--- config.mk ---
export PLATFORM = sky130hd
export DESIGN_NAME = level_to_rgb_palette_flat
export DESIGN_NICKNAME = d
export VERILOG_FILES = /design/src/design/lrp_pkg.sv /design/src/design/lrp_if.sv /design/src/design/lrp_divider.sv /design/src/design/level_to_rgb_palette.sv /design/src/flat_wrapper.sv
export SDC_FILE = /design/constraint.sdc
export NUM_CORES = 1
export LEC_CHECK = 0
export ABC_AREA = 1
export BUFFER_PORTS_ARGS = -buffer_cell sky130_fd_sc_hd__clkbuf_2
export CELL_PAD_IN_SITES_DETAIL_PLACEMENT = 0
export CELL_PAD_IN_SITES_GLOBAL_PLACEMENT = 1
export CORE_MARGIN = 2
export CORE_UTILIZATION = 47
export DETAILED_ROUTE_END_ITERATION = 8
export PLACE_DENSITY_LB_ADDON = 0.2
export SLEW_MARGIN = 20
export SYNTH_ARGS = -nofsm -noshare
export SYNTH_HDL_FRONTEND = slang
export SYNTH_SLANG_ARGS = --single-unit
--- constraint.sdc ---
create_clock -name clk -period 4.9 [get_ports clk]
set_clock_uncertainty 0.15 [all_clocks]
set_input_delay 1.47 -clock clk [delete_from_list [all_inputs] [get_ports clk]]
set_output_delay 1.47 -clock clk [all_outputs]
set_load 0.1 [all_outputs]
--- src/design/lrp_pkg.sv ---
// Shared constants, register indexes, mode codes and divider handshake types
// for the level-to-RGB palette block. Depends on nothing; every other file
// imports it.
`timescale 1ns / 1ps

package lrp_pkg;

  localparam int LEVEL_W    = 18;
  localparam int COLOR_W    = 8;
  localparam int FRAC_W     = 16;
  localparam int POS_W      = FRAC_W + 1;
  localparam int MODE_W     = 3;
  localparam int CFG_IDX_W  = 3;
  localparam int CFG_DATA_W = 16;
  localparam int NUM_COMP   = 3;

  typedef logic [COLOR_W-1:0] color_t;

  // 1.0 in Q16.
  localparam logic [POS_W-1:0] Q_ONE = POS_W'(1) << FRAC_W;

  // Palette modes.
  localparam logic [MODE_W-1:0] MODE_SPECTRUM = 3'd0;
  localparam logic [MODE_W-1:0] MODE_STRENGTH = 3'd1;
  localparam logic [MODE_W-1:0] MODE_CYCLIC   = 3'd2;
  localparam logic [MODE_W-1:0] MODE_SIMPLE   = 3'd3;
  localparam logic [MODE_W-1:0] MODE_STATIC   = 3'd4;

  // Configuration register indexes.
  localparam logic [CFG_IDX_W-1:0] REG_MODE        = 3'd0;
  localparam logic [CFG_IDX_W-1:0] REG_BASE_RED    = 3'd1;
  localparam logic [CFG_IDX_W-1:0] REG_BASE_GREEN  = 3'd2;
  localparam logic [CFG_IDX_W-1:0] REG_BASE_BLUE   = 3'd3;
  localparam logic [CFG_IDX_W-1:0] REG_BASE_VALUE  = 3'd4;
  localparam logic [CFG_IDX_W-1:0] REG_CYCLE_SPEED = 3'd5;

  localparam color_t BASE_RESET  = 8'hFF;
  localparam color_t COLOR_FULL  = 8'hFF;
  localparam color_t FIXED_RED   = 8'hAA;
  localparam color_t FIXED_GREEN = 8'h88;
  localparam color_t FIXED_BLUE  = 8'h88;

  typedef struct packed {
    logic                   start;
    logic [2*COLOR_W-1:0]   dividend;
    logic [COLOR_W-1:0]     divisor;
  } div_req_t;

  typedef struct packed {
    logic                   done;
    logic [COLOR_W-1:0]     quotient;
  } div_rsp_t;

endpackage

--- src/design/lrp_if.sv ---
// Valid/ready channel interfaces for the level input, the color result and
// the configuration write port. Depends on lrp_pkg for the field widths.
`timescale 1ns / 1ps

interface lrp_in_if import lrp_pkg::*; ();
  logic                      valid;
  logic                      ready;
  logic signed [LEVEL_W-1:0] level;

  modport source (output valid, output level, input ready);
  modport sink (input valid, input level, output ready);
endinterface

interface lrp_out_if import lrp_pkg::*; ();
  logic   valid;
  logic   ready;
  color_t red_out;
  color_t green_out;
  color_t blue_out;

  modport source (output valid, output red_out, output green_out, output blue_out,
                  input ready);
  modport sink (input valid, input red_out, input green_out, input blue_out,
                output ready);
endinterface

interface lrp_cfg_if import lrp_pkg::*; ();
  logic                  valid;
  logic                  ready;
  logic [CFG_IDX_W-1:0]  index;
  logic [CFG_DATA_W-1:0] data;

  modport source (output valid, output index, output data, input ready);
  modport sink (input valid, input index, input data, output ready);
endinterface

--- src/design/lrp_divider.sv ---
// Bit-serial restoring divider: 16-bit dividend by 8-bit divisor, one
// quotient bit per cycle, for a quotient known to fit in 8 bits.
// Depends on lrp_pkg for the request and response types.
`timescale 1ns / 1ps

module lrp_divider import lrp_pkg::*; (
  input  logic     clk,
  input  logic     rst_n,
  input  div_req_t req,
  output div_rsp_t rsp
);

  localparam logic [2:0] LAST_STEP = 3'(COLOR_W - 1);

  logic         busy_r;
  logic         done_r;
  logic [2:0]   cnt_r;
  color_t       rem_r;
  color_t       num_r;
  color_t       quo_r;
  color_t       divisor_r;

  logic [COLOR_W:0] trial;
  logic [COLOR_W:0] diff;
  logic             fits;

  // Partial remainder stays below the divisor, so the trial value is at most
  // nine bits and the sign of the difference decides the quotient bit.
  assign trial = {rem_r, num_r[COLOR_W-1]};
  assign diff  = trial - {1'b0, divisor_r};
  assign fits  = !diff[COLOR_W];

  always_ff @(posedge clk) begin
    if (!rst_n) begin
      busy_r <= 1'b0;
      done_r <= 1'b0;
      cnt_r  <= '0;
    end else begin
      done_r <= 1'b0;
      if (req.start) begin
        busy_r <= 1'b1;
        cnt_r  <= '0;
      end else if (busy_r) begin
        cnt_r <= cnt_r + 3'd1;
        if (cnt_r == LAST_STEP) begin
          busy_r <= 1'b0;
          done_r <= 1'b1;
        end
      end
    end
  end

  always_ff @(posedge clk) begin
    if (req.start) begin
      rem_r     <= req.dividend[2*COLOR_W-1:COLOR_W];
      num_r     <= req.dividend[COLOR_W-1:0];
      divisor_r <= req.divisor;
      quo_r     <= '0;
    end else if (busy_r) begin
      rem_r <= fits ? diff[COLOR_W-1:0] : trial[COLOR_W-1:0];
      num_r <= {num_r[COLOR_W-2:0], 1'b0};
      quo_r <= {quo_r[COLOR_W-2:0], fits};
    end
  end

  assign rsp.done     = done_r;
  assign rsp.quotient = quo_r;

  a_rem_below_divisor : assert property (@(posedge clk) disable iff (!rst_n)
    busy_r |-> rem_r < divisor_r)
    else $error("divider remainder not below divisor");

  a_start_when_free : assert property (@(posedge clk) disable iff (!rst_n)
    req.start |-> !busy_r && !done_r)
    else $error("divider started while in use");

  a_done_after_last_step : assert property (@(posedge clk) disable iff (!rst_n)
    done_r |-> $past(busy_r) && ($past(cnt_r) == LAST_STEP))
    else $error("divider finished without a full run");

endmodule

--- src/design/level_to_rgb_palette.sv ---
// Level-to-RGB palette: turns one Q16 level request into one 8-bit RGB color
// according to the mode register. Depends on lrp_pkg, lrp_if and lrp_divider.
//
// One level request is taken at a time and produces one color. Spectrum and
// cyclic modes brighten their colors with the bit-serial divider, and the
// three components go through it in turn; cyclic and simple modes add a
// bit-serial multiply that scales all three components at once by the level.
// Configuration writes are always taken and must only be issued while no
// request is in flight. A finished color waits in the output register while
// the next request is already taken.
`timescale 1ns / 1ps

module level_to_rgb_palette import lrp_pkg::*; (
  input  logic          clk,
  input  logic          rst_n,
  lrp_cfg_if.sink       cfg_chan,
  lrp_in_if.sink        in_chan,
  lrp_out_if.source     out_chan
);

  localparam logic [1:0] LAST_COMP = 2'(NUM_COMP - 1);
  localparam logic [2:0] LAST_BIT  = 3'(COLOR_W - 1);
  localparam int         PROD_W    = COLOR_W + FRAC_W;

  typedef enum logic [6:0] {
    S_IDLE  = 7'b0000001,
    S_HUE   = 7'b0000010,
    S_SEG   = 7'b0000100,
    S_MAX   = 7'b0001000,
    S_DIV   = 7'b0010000,
    S_SCALE = 7'b0100000,
    S_OUT   = 7'b1000000
  } state_t;

  // floor(255 * f / 65536) for f in 0..65536.
  function automatic color_t rise(input logic [POS_W-1:0] f);
    logic [PROD_W:0] p;
    p = {f, {COLOR_W{1'b0}}} - {{COLOR_W{1'b0}}, f};
    return p[PROD_W-1:FRAC_W];
  endfunction

  // 255 - ceil(255 * f / 65536) for f in 0..65536.
  function automatic color_t fall(input logic [POS_W-1:0] f);
    logic [PROD_W:0] p;
    p = {f, {COLOR_W{1'b0}}} - {{COLOR_W{1'b0}}, f} + (PROD_W + 1)'(Q_ONE - 1);
    return COLOR_FULL - p[PROD_W-1:FRAC_W];
  endfunction

  // Configuration registers.
  logic [MODE_W-1:0] mode_r;
  color_t            base_red_r;
  color_t            base_green_r;
  color_t            base_blue_r;
  logic [FRAC_W-1:0] base_value_r;
  logic [FRAC_W-1:0] speed_r;

  // Control state.
  state_t            state_r, state_nxt;
  logic [FRAC_W-1:0] phase_r, phase_nxt;
  logic              out_valid_r, out_valid_nxt;
  logic              div_wait_r, div_wait_nxt;
  logic [1:0]        idx_r, idx_nxt;
  logic [2:0]        cnt_r, cnt_nxt;

  // Item payload.
  logic [POS_W-1:0]  v_r, v_nxt;
  logic [POS_W-1:0]  x_r, x_nxt;
  logic              bright_r, bright_nxt;
  logic              scale_r, scale_nxt;
  color_t            max_r, max_nxt;
  color_t            col_r [NUM_COMP];
  color_t            col_nxt [NUM_COMP];
  logic [PROD_W-1:0] prod_r [NUM_COMP];
  logic [PROD_W-1:0] prod_nxt [NUM_COMP];
  color_t            out_red_r, out_red_nxt;
  color_t            out_green_r, out_green_nxt;
  color_t            out_blue_r, out_blue_nxt;

  logic              in_fire;
  logic [POS_W-1:0]  lvl_mag;
  logic [POS_W-1:0]  lvl_clamp;
  logic [POS_W-1:0]  hue_sum;
  logic [POS_W-1:0]  hue_pos;
  logic [POS_W:0]    spec_t;
  logic [POS_W-1:0]  spec_f;
  color_t            spec_up;
  color_t            spec_dn;
  logic [POS_W+1:0]  str_s;
  logic [2:0]        str_k;
  logic [POS_W-1:0]  str_f;
  color_t            str_x;
  color_t            max01;
  color_t            max012;
  logic              out_load;
  div_req_t          div_req;
  div_rsp_t          div_rsp;

  assign cfg_chan.ready = 1'b1;
  assign in_chan.ready  = (state_r == S_IDLE);
  assign in_fire        = in_chan.valid && in_chan.ready;

  always_ff @(posedge clk) begin
    if (!rst_n) begin
      mode_r       <= MODE_SPECTRUM;
      base_red_r   <= BASE_RESET;
      base_green_r <= BASE_RESET;
      base_blue_r  <= BASE_RESET;
      base_value_r <= '0;
      speed_r      <= '0;
    end else if (cfg_chan.valid) begin
      case (cfg_chan.index)
        REG_MODE:        mode_r       <= cfg_chan.data[MODE_W-1:0];
        REG_BASE_RED:    base_red_r   <= cfg_chan.data[COLOR_W-1:0];
        REG_BASE_GREEN:  base_green_r <= cfg_chan.data[COLOR_W-1:0];
        REG_BASE_BLUE:   base_blue_r  <= cfg_chan.data[COLOR_W-1:0];
        REG_BASE_VALUE:  base_value_r <= cfg_chan.data[FRAC_W-1:0];
        REG_CYCLE_SPEED: speed_r      <= cfg_chan.data[FRAC_W-1:0];
        default: ;
      endcase
    end
  end

  // Negative levels clamp to zero, levels above 1.0 clamp to 1.0.
  assign lvl_mag   = in_chan.level[POS_W-1:0];
  assign lvl_clamp = in_chan.level[LEVEL_W-1] ? '0 :
                     (lvl_mag > Q_ONE) ? Q_ONE : lvl_mag;

  // The hue sum only wraps when it passes 1.0, so exactly 1.0 stays as is.
  assign hue_sum = {1'b0, base_value_r} + {1'b0, phase_r};
  assign hue_pos = (hue_sum > Q_ONE) ? {1'b0, hue_sum[FRAC_W-1:0]} : hue_sum;

  // Spectrum: three segments of t = 3x; the top segment reaches f = 1.0.
  assign spec_t  = {x_r, 1'b0} + {1'b0, x_r};
  assign spec_f  = spec_t[POS_W] ? spec_t[POS_W-1:0] : {1'b0, spec_t[FRAC_W-1:0]};
  assign spec_up = rise(spec_f);
  assign spec_dn = fall(spec_f);

  // Strength: five segments of s = 5x; level 1.0 stays in the last segment.
  assign str_s = {x_r, 2'b00} + {2'b00, x_r};
  assign str_k = str_s[POS_W+1:FRAC_W];
  assign str_f = (str_k > 3'd4) ? Q_ONE : {1'b0, str_s[FRAC_W-1:0]};
  assign str_x = rise(str_f);

  assign max01  = (col_r[0] > col_r[1]) ? col_r[0] : col_r[1];
  assign max012 = (col_r[2] > max01) ? col_r[2] : max01;

  assign out_load = (state_r == S_OUT) && (!out_valid_r || out_chan.ready);

  assign div_req.start    = (state_r == S_DIV) && !div_wait_r;
  assign div_req.dividend = {col_r[idx_r], {COLOR_W{1'b0}}} - {{COLOR_W{1'b0}}, col_r[idx_r]};
  assign div_req.divisor  = max_r;

  always_comb begin
    state_nxt     = state_r;
    phase_nxt     = phase_r;
    out_valid_nxt = out_valid_r && !out_chan.ready;
    div_wait_nxt  = div_wait_r;
    idx_nxt       = idx_r;
    cnt_nxt       = cnt_r;
    v_nxt         = v_r;
    x_nxt         = x_r;
    bright_nxt    = bright_r;
    scale_nxt     = scale_r;
    max_nxt       = max_r;
    col_nxt       = col_r;
    prod_nxt      = prod_r;
    out_red_nxt   = out_red_r;
    out_green_nxt = out_green_r;
    out_blue_nxt  = out_blue_r;

    case (state_r)
      S_IDLE: begin
        if (in_fire) begin
          v_nxt = lvl_clamp;
          x_nxt = lvl_clamp;
          if (mode_r == MODE_CYCLIC) begin
            phase_nxt = phase_r + speed_r;
          end
          state_nxt = S_HUE;
        end
      end
      S_HUE: begin
        if (mode_r == MODE_CYCLIC) begin
          x_nxt = hue_pos;
        end
        state_nxt = S_SEG;
      end
      S_SEG: begin
        bright_nxt = 1'b0;
        scale_nxt  = 1'b0;
        case (mode_r)
          MODE_SPECTRUM, MODE_CYCLIC: begin
            if (spec_t[POS_W]) begin
              col_nxt[0] = spec_up; col_nxt[1] = spec_dn; col_nxt[2] = '0;
            end else if (spec_t[FRAC_W]) begin
              col_nxt[0] = '0; col_nxt[1] = spec_up; col_nxt[2] = spec_dn;
            end else begin
              col_nxt[0] = spec_dn; col_nxt[1] = '0; col_nxt[2] = spec_up;
            end
            bright_nxt = 1'b1;
            scale_nxt  = (mode_r == MODE_CYCLIC);
          end
          MODE_STRENGTH: begin
            // Every segment above the first holds a full component, so brightening
            // would leave it unchanged; strength mode brightens no segment at all.
            case (str_k)
              3'd0: begin
                col_nxt[0] = '0; col_nxt[1] = '0; col_nxt[2] = str_x;
              end
              3'd1: begin
                col_nxt[0] = str_x; col_nxt[1] = '0; col_nxt[2] = COLOR_FULL;
              end
              3'd2: begin
                col_nxt[0] = COLOR_FULL; col_nxt[1] = '0; col_nxt[2] = str_x;
              end
              3'd3: begin
                col_nxt[0] = COLOR_FULL; col_nxt[1] = str_x; col_nxt[2] = '0;
              end
              default: begin
                col_nxt[0] = COLOR_FULL; col_nxt[1] = COLOR_FULL; col_nxt[2] = str_x;
              end
            endcase
          end
          MODE_SIMPLE, MODE_STATIC: begin
            col_nxt[0] = base_red_r;
            col_nxt[1] = base_green_r;
            col_nxt[2] = base_blue_r;
            scale_nxt  = (mode_r == MODE_SIMPLE);
          end
          default: begin
            col_nxt[0] = FIXED_RED;
            col_nxt[1] = FIXED_GREEN;
            col_nxt[2] = FIXED_BLUE;
          end
        endcase
        state_nxt = S_MAX;
      end
      S_MAX: begin
        max_nxt = max012;
        idx_nxt = '0;
        cnt_nxt = '0;
        for (int k = 0; k < NUM_COMP; k++) begin
          prod_nxt[k] = '0;
        end
        if (bright_r && (max012 != '0)) begin
          state_nxt = S_DIV;
        end else if (scale_r) begin
          state_nxt = S_SCALE;
        end else begin
          state_nxt = S_OUT;
        end
      end
      S_DIV: begin
        if (div_req.start) begin
          div_wait_nxt = 1'b1;
        end else if (div_rsp.done) begin
          div_wait_nxt   = 1'b0;
          col_nxt[idx_r] = div_rsp.quotient;
          if (idx_r == LAST_COMP) begin
            state_nxt = scale_r ? S_SCALE : S_OUT;
          end else begin
            idx_nxt = idx_r + 2'd1;
          end
        end
      end
      S_SCALE: begin
        // Multiply by the level, component bits taken most significant first.
        for (int k = 0; k < NUM_COMP; k++) begin
          prod_nxt[k] = {prod_r[k][PROD_W-2:0], 1'b0} +
                        (col_r[k][COLOR_W-1] ? {{(PROD_W-POS_W){1'b0}}, v_r} : '0);
          col_nxt[k]  = (cnt_r == LAST_BIT) ? prod_nxt[k][PROD_W-1:FRAC_W] :
                                              {col_r[k][COLOR_W-2:0], 1'b0};
        end
        cnt_nxt = cnt_r + 3'd1;
        if (cnt_r == LAST_BIT) begin
          state_nxt = S_OUT;
        end
      end
      S_OUT: begin
        if (out_load) begin
          out_red_nxt   = col_r[0];
          out_green_nxt = col_r[1];
          out_blue_nxt  = col_r[2];
          out_valid_nxt = 1'b1;
          state_nxt     = S_IDLE;
        end
      end
      default: begin
        state_nxt = S_IDLE;
      end
    endcase
  end

  always_ff @(posedge clk) begin
    if (!rst_n) begin
      state_r     <= S_IDLE;
      phase_r     <= '0;
      out_valid_r <= 1'b0;
      div_wait_r  <= 1'b0;
      idx_r       <= '0;
      cnt_r       <= '0;
    end else begin
      state_r     <= state_nxt;
      phase_r     <= phase_nxt;
      out_valid_r <= out_valid_nxt;
      div_wait_r  <= div_wait_nxt;
      idx_r       <= idx_nxt;
      cnt_r       <= cnt_nxt;
    end
  end

  always_ff @(posedge clk) begin
    v_r         <= v_nxt;
    x_r         <= x_nxt;
    bright_r    <= bright_nxt;
    scale_r     <= scale_nxt;
    max_r       <= max_nxt;
    col_r       <= col_nxt;
    prod_r      <= prod_nxt;
    out_red_r   <= out_red_nxt;
    out_green_r <= out_green_nxt;
    out_blue_r  <= out_blue_nxt;
  end

  lrp_divider u_divider (
    .clk   (clk),
    .rst_n (rst_n),
    .req   (div_req),
    .rsp   (div_rsp)
  );

  assign out_chan.valid     = out_valid_r;
  assign out_chan.red_out   = out_red_r;
  assign out_chan.green_out = out_green_r;
  assign out_chan.blue_out  = out_blue_r;

  a_div_nonzero : assert property (@(posedge clk) disable iff (!rst_n)
    (state_r == S_DIV) |-> (max_r != '0))
    else $error("brightening with a zero maximum");

  a_phase_only_cyclic : assert property (@(posedge clk) disable iff (!rst_n)
    (!in_fire || (mode_r != MODE_CYCLIC)) |=> $stable(phase_r))
    else $error("phase moved outside a cyclic request");

  a_out_load : assert property (@(posedge clk) disable iff (!rst_n)
    out_load |=> out_valid_r && (state_r == S_IDLE))
    else $error("finished color not presented");

  a_div_done_expected : assert property (@(posedge clk) disable iff (!rst_n)
    div_rsp.done |-> (state_r == S_DIV) && div_wait_r)
    else $error("unexpected divider result");

endmodule
--- src/flat_wrapper.sv ---
// flat-port wrapper written by rule: the top's interface ports become plain ports
module level_to_rgb_palette_flat import lrp_pkg::*;
  (clk, rst_n, cfg_chan_valid, cfg_chan_index, cfg_chan_data, cfg_chan_ready, in_chan_valid, in_chan_level, in_chan_ready, out_chan_valid, out_chan_red_out, out_chan_green_out, out_chan_blue_out, out_chan_ready);
  lrp_cfg_if cfg_chan_i ();
  lrp_in_if in_chan_i ();
  lrp_out_if out_chan_i ();
  input  logic clk;
  input  logic rst_n;
  input wire logic [$bits(cfg_chan_i.valid)-1:0] cfg_chan_valid;
  input wire logic [$bits(cfg_chan_i.index)-1:0] cfg_chan_index;
  input wire logic [$bits(cfg_chan_i.data)-1:0] cfg_chan_data;
  output wire logic [$bits(cfg_chan_i.ready)-1:0] cfg_chan_ready;
  input wire logic [$bits(in_chan_i.valid)-1:0] in_chan_valid;
  input wire logic [$bits(in_chan_i.level)-1:0] in_chan_level;
  output wire logic [$bits(in_chan_i.ready)-1:0] in_chan_ready;
  output wire logic [$bits(out_chan_i.valid)-1:0] out_chan_valid;
  output wire logic [$bits(out_chan_i.red_out)-1:0] out_chan_red_out;
  output wire logic [$bits(out_chan_i.green_out)-1:0] out_chan_green_out;
  output wire logic [$bits(out_chan_i.blue_out)-1:0] out_chan_blue_out;
  input wire logic [$bits(out_chan_i.ready)-1:0] out_chan_ready;
  assign cfg_chan_i.valid = cfg_chan_valid;
  assign cfg_chan_i.index = cfg_chan_index;
  assign cfg_chan_i.data = cfg_chan_data;
  assign cfg_chan_ready = cfg_chan_i.ready;
  assign in_chan_i.valid = in_chan_valid;
  assign in_chan_i.level = in_chan_level;
  assign in_chan_ready = in_chan_i.ready;
  assign out_chan_valid = out_chan_i.valid;
  assign out_chan_red_out = out_chan_i.red_out;
  assign out_chan_green_out = out_chan_i.green_out;
  assign out_chan_blue_out = out_chan_i.blue_out;
  assign out_chan_i.ready = out_chan_ready;
  level_to_rgb_palette u_core (.clk(clk), .rst_n(rst_n), .cfg_chan(cfg_chan_i), .in_chan(in_chan_i), .out_chan(out_chan_i));
endmodule
==> flow_metrics.env, run 1 <==
export IMPL_worstHoldStart="u_core.max_r[1]"
export IMPL_synthMuxAreaShare=0
export IMPL_hold_viol=0
export IMPL_track_usage=0.262
export IMPL_synthTopCellsByCount="nand2_1, inv_1, nor2_1"
export IMPL_ioPinCount=69
export IMPL_setup_viol=0
export IMPL_place_congestion=0.946
export IMPL_reg2reg_slack_ns=0.30
export IMPL_synth_ff_type="edfxtp_1"
export IMPL_clk_latency_ns=0.56
export IMPL_critical_path_arrival_ns=4.73
export IMPL_multi_input_area_um2=12100
export IMPL_synth_nets=3093
export IMPL_path_common_cell="nand2_1"
export IMPL_fin_crit_ns=4.60
export IMPL_dp_cells=3531
export IMPL_vias=19431
export IMPL_dr_pass1_iters=6
export IMPL_grt_max_degree=71
export IMPL_fp_dieH_um=216
export IMPL_syn_cell_area_um2=21100
export IMPL_synth_top_cell_area_share=0.263
export IMPL_area_growth_pct=13.3
export IMPL_drc=0
export IMPL_hp_class="reg2reg"
export IMPL_antenna_cells=0
export IMPL_fillCellCount=4414
export IMPL_startpoint_type="flop"
export IMPL_instances_no_fill=3605
export IMPL_synth_top_family_by_area="simple AND/OR/NAND/NOR gates"
export IMPL_synth_compound_area_share=0.160
export IMPL_synth_avg_cell_area_um2=7.33
export IMPL_regArea_um2=7600
export IMPL_grt_pass1_wl_um=98100
export IMPL_numCtsBuffers=35
export IMPL_required_ns=5.03
export IMPL_initial_core_util=0.477
export IMPL_fp_coreArea_um2=44300
export IMPL_dieWidth_um=216
export IMPL_yosys_area_share_simple=0.261
export IMPL_synth_cell_types=65
export IMPL_vias_per_cell=5.39
export IMPL_outcome="finished, final reports clean"
export IMPL_ir_worst_vdd_uv=1130
export IMPL_first_iter_violations=1325
export IMPL_powerDensity_nw_per_um2=751
export IMPL_synthAdderAreaFrac=0.102
export IMPL_critPathKind="reg2reg"
export IMPL_worstRegToRegCells=28
export IMPL_leakagePower_uw=0.0116
export IMPL_synth_seq_cells=287
export IMPL_layout_drive_gt1_share=0.106
export IMPL_min_to="u_core.u_divider.divisor_r[1]"
export IMPL_synthCells=2883
export IMPL_nNetsFinal=3198
export IMPL_die_area_um2=46700
export IMPL_path_clk_slew_ns=0.06
export IMPL_synth_edf_count=185
export IMPL_wl_um=61600
export IMPL_grt_overflow_total=0
export IMPL_endpoint_kind="flop"
export IMPL_critPathSlowestCell="edfxtp_1"
export IMPL_holdPathStages=0
export IMPL_finalCritPeriodShare=0.938
export IMPL_yosysWarningCount=0
export IMPL_rows=77
export IMPL_synth_area_leaders="edfxtp_1, nand2_1, dfxtp_1, ha_1, inv_1"
export IMPL_cts_sinks=287
export IMPL_ys_seq_area_frac=0.359
export IMPL_maxCapViolCount=0
export IMPL_synth_most_common_cell="nand2_1"
export IMPL_cts_root_buf="clkbuf_16"
export IMPL_cts_tree="built"
export IMPL_slowest_delay_ns=0.54
export IMPL_antenna_found_initial=0
export IMPL_clock_path_buffers=3
export IMPL_maxSlewHeadroom=0.268
export IMPL_ctsHtreeMaxLevel=2
export IMPL_drv_slew=0
export IMPL_worst_pin_slew_ns=1.10
export IMPL_fmax_mhz=218
export IMPL_cp_max_fo=6
export IMPL_dpl_hpwl_um=47300
export IMPL_synth_xor_area_frac=0.0308
export IMPL_port_buffers=67
export IMPL_fin_total_pwr_uw=18000
export IMPL_synth_async_reset_ratio=0
export IMPL_reg2reg_from="u_core.x_r[4]"
export IMPL_ant_nets=0
export IMPL_critical_path_startpoint="u_core.x_r[4]"
export IMPL_rsz0062_at_grt="true"
export IMPL_grt_pass1_vias=18786
export IMPL_detail_route_wl_per_cell_um=17.1
export IMPL_yosysTopAreaCell="edfxtp_1"
export IMPL_worst_r2r_endpoint="u_core.col_r[13]"
## cells by family (layout without fill, tap and decap cells)
group / Yosys count / count (layout)
AO/OA/AOI/OAI: 612 / 612
XOR/XNOR: 65 / 65
adder cells (fa/ha/maj): 168 / 168
buffers and inverters: 481 / 611
flip-flops: 287 / 287
other: 1 / 1
AND/OR/NAND/NOR: 1269 / 1269
## worst max-delay path: cells and delay by family, from the launching register on
family	cells	cell delay (ns)
xor gates and xnor gates	1	0.16
DFF	1	0.54
and+or+nand+nor	19	1.72
adders and majority gates	2	0.57
AOI/OAI and AO/OA	5	1.11
buffers and inverters	1	0.09
## where the power goes
group	switching, µW	leakage (µW)	internal (µW)	total (µW)
combinational	8040	0.00850	4240	12300
sequential	184	0.00254	2910	3100
clock	1050	0.000557	1550	2610
## per-stage QoR
stage / hold slack, ns / utilization / setup WS, ns / setup TNS [ns] / area (µm²)
final: 0.269 / 0.540 / 0.305 / 0 / 24000
after global routing: 0.276 / 0.540 / -0.0247 / -0.0551 / 24000
after CTS: 0.269 / 0.531 / 0.00806 / 0 / 23500
after detailed placement: 0.257 / 0.505 / -0.0340 / -0.0674 / 22400
after global placement: 0.254 / 0.505 / 0.00607 / 0 / 22400
after floorplan: 0.250 / - / 0.415 / 0 / 21100
## registers in the layout, indices dropped and copies added, names as in the netlist, 2 cells and up
name                        count
u_core.prod_r                  69
u_core.col_r                   24
u_core.v_r                     17
u_core.x_r                     17
u_core.base_value_r            16
u_core.phase_r                 16
u_core.speed_r                 16
u_core.base_blue_r              8
u_core.base_green_r             8
u_core.base_red_r               8
u_core.max_r                    8
u_core.out_chan.blue_out        8
u_core.out_chan.green_out       8
u_core.out_chan.red_out         8
u_core.u_divider.divisor_r      8
u_core.u_divider.num_r          8
u_core.u_divider.quo_r          8
u_core.u_divider.rem_r          8
u_core.state_r                  7
u_core.cnt_r                    3
u_core.mode_r                   3
u_core.u_divider.cnt_r          3
u_core.idx_r                    2
## how the worst max path moves through the flow
stage                       end  slack (ns)
3_5_place_dp   u_core.col_r[23]       -0.03
6_report       u_core.col_r[13]        0.30
3_3_place_gp   u_core.col_r[19]       0.006
2_1_floorplan  u_core.col_r[23]        0.41
5_1_grt        u_core.col_r[16]       -0.02
4_1_cts        u_core.col_r[17]       0.008
## cells in the final DEF (no fill, tap or decap), drive strengths merged, types with 3 or more instances in the layout
| master | synthesis | layout |
|---|---|---|
| o21bai | 15 | 15 |
| o21a | 29 | 29 |
| nand4 | 46 | 46 |
| a22oi | 3 | 3 |
| nor3 | 34 | 34 |
| or2 | 4 | 4 |
| inv | 419 | 420 |
| a21oi | 258 | 258 |
| and2 | 3 | 3 |
| o21ai | 224 | 224 |
| and3 | 3 | 3 |
| xnor2 | 21 | 21 |
| o22ai | 15 | 15 |
| a211oi | 4 | 4 |
| a21o | 10 | 10 |
| bufinv | 0 | 3 |
| a31oi | 19 | 19 |
| nand3b | 13 | 13 |
| nand2 | 702 | 702 |
| edfxtp | 185 | 185 |
| o31ai | 6 | 6 |
| nand3 | 163 | 163 |
| nor4 | 11 | 11 |
| o211ai | 10 | 10 |
| nor2 | 287 | 287 |
| clkinv | 5 | 16 |
| a21boi | 8 | 8 |
| xor2 | 44 | 44 |
| ha | 160 | 160 |
| buf | 9 | 57 |
| fa | 8 | 8 |
| dfxtp | 102 | 102 |
| clkbuf | 47 | 113 |
## layer usage
| layer | vias up | wire (µm) | global-route usage |
|---|---|---|---|
| met5 | - | 0 | 0 |
| met4 | 0 | 2430 | 0.106 |
| met3 | 133 | 2850 | 0.0313 |
| met2 | 443 | 29100 | 0.449 |
| met1 | 9018 | 27200 | 0.338 |
| li1 | 9837 | - | - |
## cell type report
cell class	instances	share of cell area
multi-input combinational	2115	0.504
clock buffer	45	0.0403
tap	592	0.0309
timing repair buffer	125	0.0340
clock inverter	17	0.00710
sequential	287	0.317
inverter	424	0.0664
## timing repair
| item | CTS | global route |
|---|---|---|
| hold buffers | 0 | 0 |
| pin swaps | 1 | 14 |
| endpoints found under the hold margin | 0 | 0 |
| gates cloned | 0 | 1 |
| buffers inserted | 4 | 7 |
| endpoints found under the setup margin | 5 | 27 |
| gates resized for setup | 1 | 64 |
No activity file was read; power rests on OpenSTA's default activity.
==> run 2: changes to the inputs <==
--- a/config.mk
+++ b/config.mk
@@ -5,12 +5,11 @@
 export SDC_FILE = /design/constraint.sdc
 export NUM_CORES = 1
 export LEC_CHECK = 0
-export ABC_AREA = 1
 export BUFFER_PORTS_ARGS = -buffer_cell sky130_fd_sc_hd__clkbuf_2
 export CELL_PAD_IN_SITES_DETAIL_PLACEMENT = 0
 export CELL_PAD_IN_SITES_GLOBAL_PLACEMENT = 1
 export CORE_MARGIN = 2
-export CORE_UTILIZATION = 47
+export CORE_UTILIZATION = 49
 export DETAILED_ROUTE_END_ITERATION = 8
 export PLACE_DENSITY_LB_ADDON = 0.2
 export SLEW_MARGIN = 20
==> run 2 against run 1 <==
  * The run now ends with setup timing left
  * Register-to-register slack worse by 1.0 ns
  * Combinational power down 50%
  * Critical path depth down 6
  * Flip-flop and latch count unchanged
  * Clock power up 4%
  * Largest power group unchanged
  * Highest routed layer unchanged
==> flow_metrics.env, run 2 <==
export IMPL_outcome="complete, but fails checks"
export IMPL_violations="setup timing"
export IMPL_crit_buf_inv=1
export IMPL_setup_viol=24
export IMPL_drv_slew=0
export IMPL_cp_top_family="compound AO/OA/AOI/OAI gates"
export IMPL_ys_seq_area_frac=0.369
export IMPL_antenna_found_initial=0
export IMPL_synth_async_reset_ratio=0
export IMPL_maxSlewHeadroom=0.369
export IMPL_grt_overflow_total=0
export IMPL_layout_drive_gt1_share=0.229
export IMPL_track_usage=0.280
export IMPL_vias=18266
export IMPL_worstRegToRegCells=22
export IMPL_fin_total_pwr_uw=11600
export IMPL_clock_path_buffers=3
export IMPL_critical_path_startpoint="u_core.x_r[2]"
export IMPL_synth_area_leaders="edfxtp_1, dfxtp_1, ha_1, nand2_1, nor2_1"
export IMPL_cp_num_cells=22
export IMPL_nNetsFinal=2829
export IMPL_drc=0
export IMPL_reg2reg_slack_ns=-0.70
export IMPL_rows=75
export IMPL_synthTopCellsByCount="nand2_1, nor2_1, edfxtp_1"
export IMPL_synth_top_cell_area_share=0.270
export IMPL_yosysTopAreaCell="edfxtp_1"
export IMPL_critPathSlowestCell="edfxtp_1"
export IMPL_ctsHtreeMaxLevel=2
export IMPL_worst_pin_slew_ns=0.940
export IMPL_dpl_hpwl_um=47000
export IMPL_worstSetupEndpoint="u_core.col_r[22]"
export IMPL_finalWorstSetupSlack_ns=-0.703
export IMPL_path_clk_slew_ns=0.06
export IMPL_layout_commonest_cell="buf_4"
export IMPL_numCtsBuffers=34
export IMPL_synth_seq_cells=287
export IMPL_slowest_delay_ns=0.44
export IMPL_ioPinCount=69
export IMPL_whs_ns=0.271
export IMPL_first_iter_violations=1441
export IMPL_detail_route_wl_per_cell_um=19.4
export IMPL_fp_dieH_um=209
export IMPL_vias_per_cell=5.74
export IMPL_critPathKind="reg2reg"
export IMPL_largest_register="u_core.prod_r"
export IMPL_post_place_ws_ns=-0.879
export IMPL_synth_most_common_cell="nand2_1"
export IMPL_largest_reg_flops=69
export IMPL_ant_nets=0
export IMPL_leakagePower_uw=0.0106
export IMPL_fmax_mhz=178
export IMPL_initial_core_util=0.493
export IMPL_hp_class="reg2reg"
export IMPL_die_area_um2=43700
export IMPL_maxCapViolCount=0
export IMPL_startpoint_type="flop"
export IMPL_place_congestion=0.953
export IMPL_synth_ff_type="edfxtp_1"
export IMPL_synth_cell_types=106
export IMPL_layout_common_cells="buf_4, nand2_1, nor2_1"
export IMPL_synthCells=2296
export IMPL_port_buffers=67
export IMPL_grt_pass1_wl_um=97500
export IMPL_wl_um=61800
export IMPL_synth_edf_count=185
export IMPL_required_ns=5.01
export IMPL_dr_pass1_iters=5
export IMPL_hold_viol=0
export IMPL_reg2reg_from="u_core.x_r[2]"
export IMPL_grt_max_degree=60
export IMPL_cts_hold_buf=0
export IMPL_rsz0062_at_grt="true"
export IMPL_synth_nets=2506
export IMPL_yosysWarningCount=0
export IMPL_cts_root_buf="clkbuf_16"
export IMPL_cts_tree="built"
export IMPL_area_growth_pct=25.0
export IMPL_critical_path_arrival_ns=5.72
export IMPL_worst_r2r_endpoint="u_core.col_r[22]"
export IMPL_ir_worst_vdd_uv=295
export IMPL_fp_coreArea_um2=41800
export IMPL_synth_avg_cell_area_um2=8.97
export IMPL_cp_max_fo=3
export IMPL_syn_cell_area_um2=20600
export IMPL_cp_cell_sequence="ha_4 > fa_2 > a211oi_2 > o211ai_1 > and3_4 > a31oi_4 > xnor2_4 > o31a_1 > buf_4 > nor3_4 > ha_4 > nand4_1 > nor2_2 > and2_4 > a211oi_2 > nand4b_1 > o41ai_2 > nand3_1 > a221o_1 > a21o_1 > a222oi_1 > o221ai_1"
export IMPL_finalCritPeriodShare=1.14
export IMPL_fin_crit_ns=5.60
export IMPL_dieWidth_um=209
export IMPL_endpoint_kind="flop"
export IMPL_cts_sinks=287
export IMPL_antenna_cells=0
export IMPL_powerDensity_nw_per_um2=450
export IMPL_largestRegisters="u_core.prod_r: 69 flops, u_core.col_r: 24 flops"
export IMPL_clk_latency_ns=0.55
export IMPL_grt_pass1_vias=17927
export IMPL_worstHoldStart="u_core.max_r[1]"
[run 2: changes by cell type in the layout (fill, tap and decap cells not counted), moves of 59 or more]
cell / before / now
mux2i_1: 0 / 59
buf_4: 55 / 277
inv_1: 405 / 100
a21oi_1: 252 / 125
o21ai_0: 215 / 101
nand3_1: 151 / 72
nand2_1: 664 / 273
nor2_1: 266 / 192
and2_1: 3 / 92
[run 2: how the worst min path moves through the flow]
stage	endpoint	slack (ns)	depth (start not counted)
after CTS	u_core.u_divider.divisor_r[1]	0.27	0
after detailed placement	u_core.u_divider.divisor_r[1]	0.26	0
after floorplan	u_core.u_divider.divisor_r[0]	0.25	0
after global placement	u_core.u_divider.divisor_r[1]	0.26	0
after global routing	u_core.u_divider.divisor_r[0]	0.28	0
final	u_core.u_divider.divisor_r[1]	0.27	0
[run 2: per-layer routing]
metal | track usage | share of wire | vias up
li1 | - | - | 8981
met1 | 0.366 | 0.44 | 8648
met2 | 0.472 | 0.47 | 508
met3 | 0.0428 | 0.054 | 129
met4 | 0.102 | 0.038 | 0
met5 | 0 | 0 | -
[run 2: cells by family (layout without fill, tap and decap cells)]
| logic type | count (synthesis) | after routing | share of synthesized area |
|---|---|---|---|
| AND/OR/NAND/NOR | 895 | 895 | 0.213 |
| XOR/XNOR | 129 | 129 | 0.0566 |
| buffers and inverters | 175 | 523 | 0.0332 |
| AO/OA/AOI/OAI | 569 | 569 | 0.187 |
| other | 1 | 1 | 0.000182 |
| multiplexers | 71 | 71 | 0.0351 |
| adder cells (fa/ha/maj) | 169 | 169 | 0.105 |
| flip-flops | 287 | 287 | 0.369 |
[run 2: layout make-up]
type / count / area [µm²]
fill: 3574 / 16000
tap: 539 / 674
multi-input combinational: 1834 / 13300
inverter: 103 / 387
clock buffer: 37 / 883
sequential: 287 / 7600
timing repair buffer: 359 / 2600
clock inverter: 24 / 299
[run 2: worst register-to-register path: cells and delay by family, from the launching register on]
| family | cells | cell delay [ns] |
|---|---|---|
| buf+inv | 1 | 0.15 |
| fa+ha+maj | 3 | 0.82 |
| xor+xnor | 1 | 0.14 |
| simple gates | 7 | 1.17 |
| flops | 1 | 0.44 |
| compound gates | 10 | 2.47 |
[run 2: timing repair]
item	in CTS	in global routing
gates cloned	0	0
buffers inserted	40	22
endpoints found under the hold margin	0	0
pin swaps	61	43
endpoints found under the setup margin	26	26
gates resized for setup	119	50
[run 2: per-stage QoR]
step,instances,cell area (µm²),TNS (ns),utilization
2_1_floorplan,2296,20700,-4.27,-
3_3_place_gp,3063,23200,-13.64,0.556
3_5_place_dp,3063,23200,-15.63,0.556
4_1_cts,3161,25300,-9.62,0.606
5_1_grt,3183,25700,-17.04,0.617
6_report,3183,25700,-10.85,0.617
[run 2: power by group]
| part | total (µW) | switching, µW | leakage (µW) | internal (µW) |
|---|---|---|---|---|
| clock network | 2710 | 1070 | 0.000575 | 1630 |
| logic | 6110 | 3110 | 0.00750 | 3000 |
| registers | 2760 | 63.6 | 0.00254 | 2690 |
| total | 11600 | 4250 | 0.0106 | 7330 |
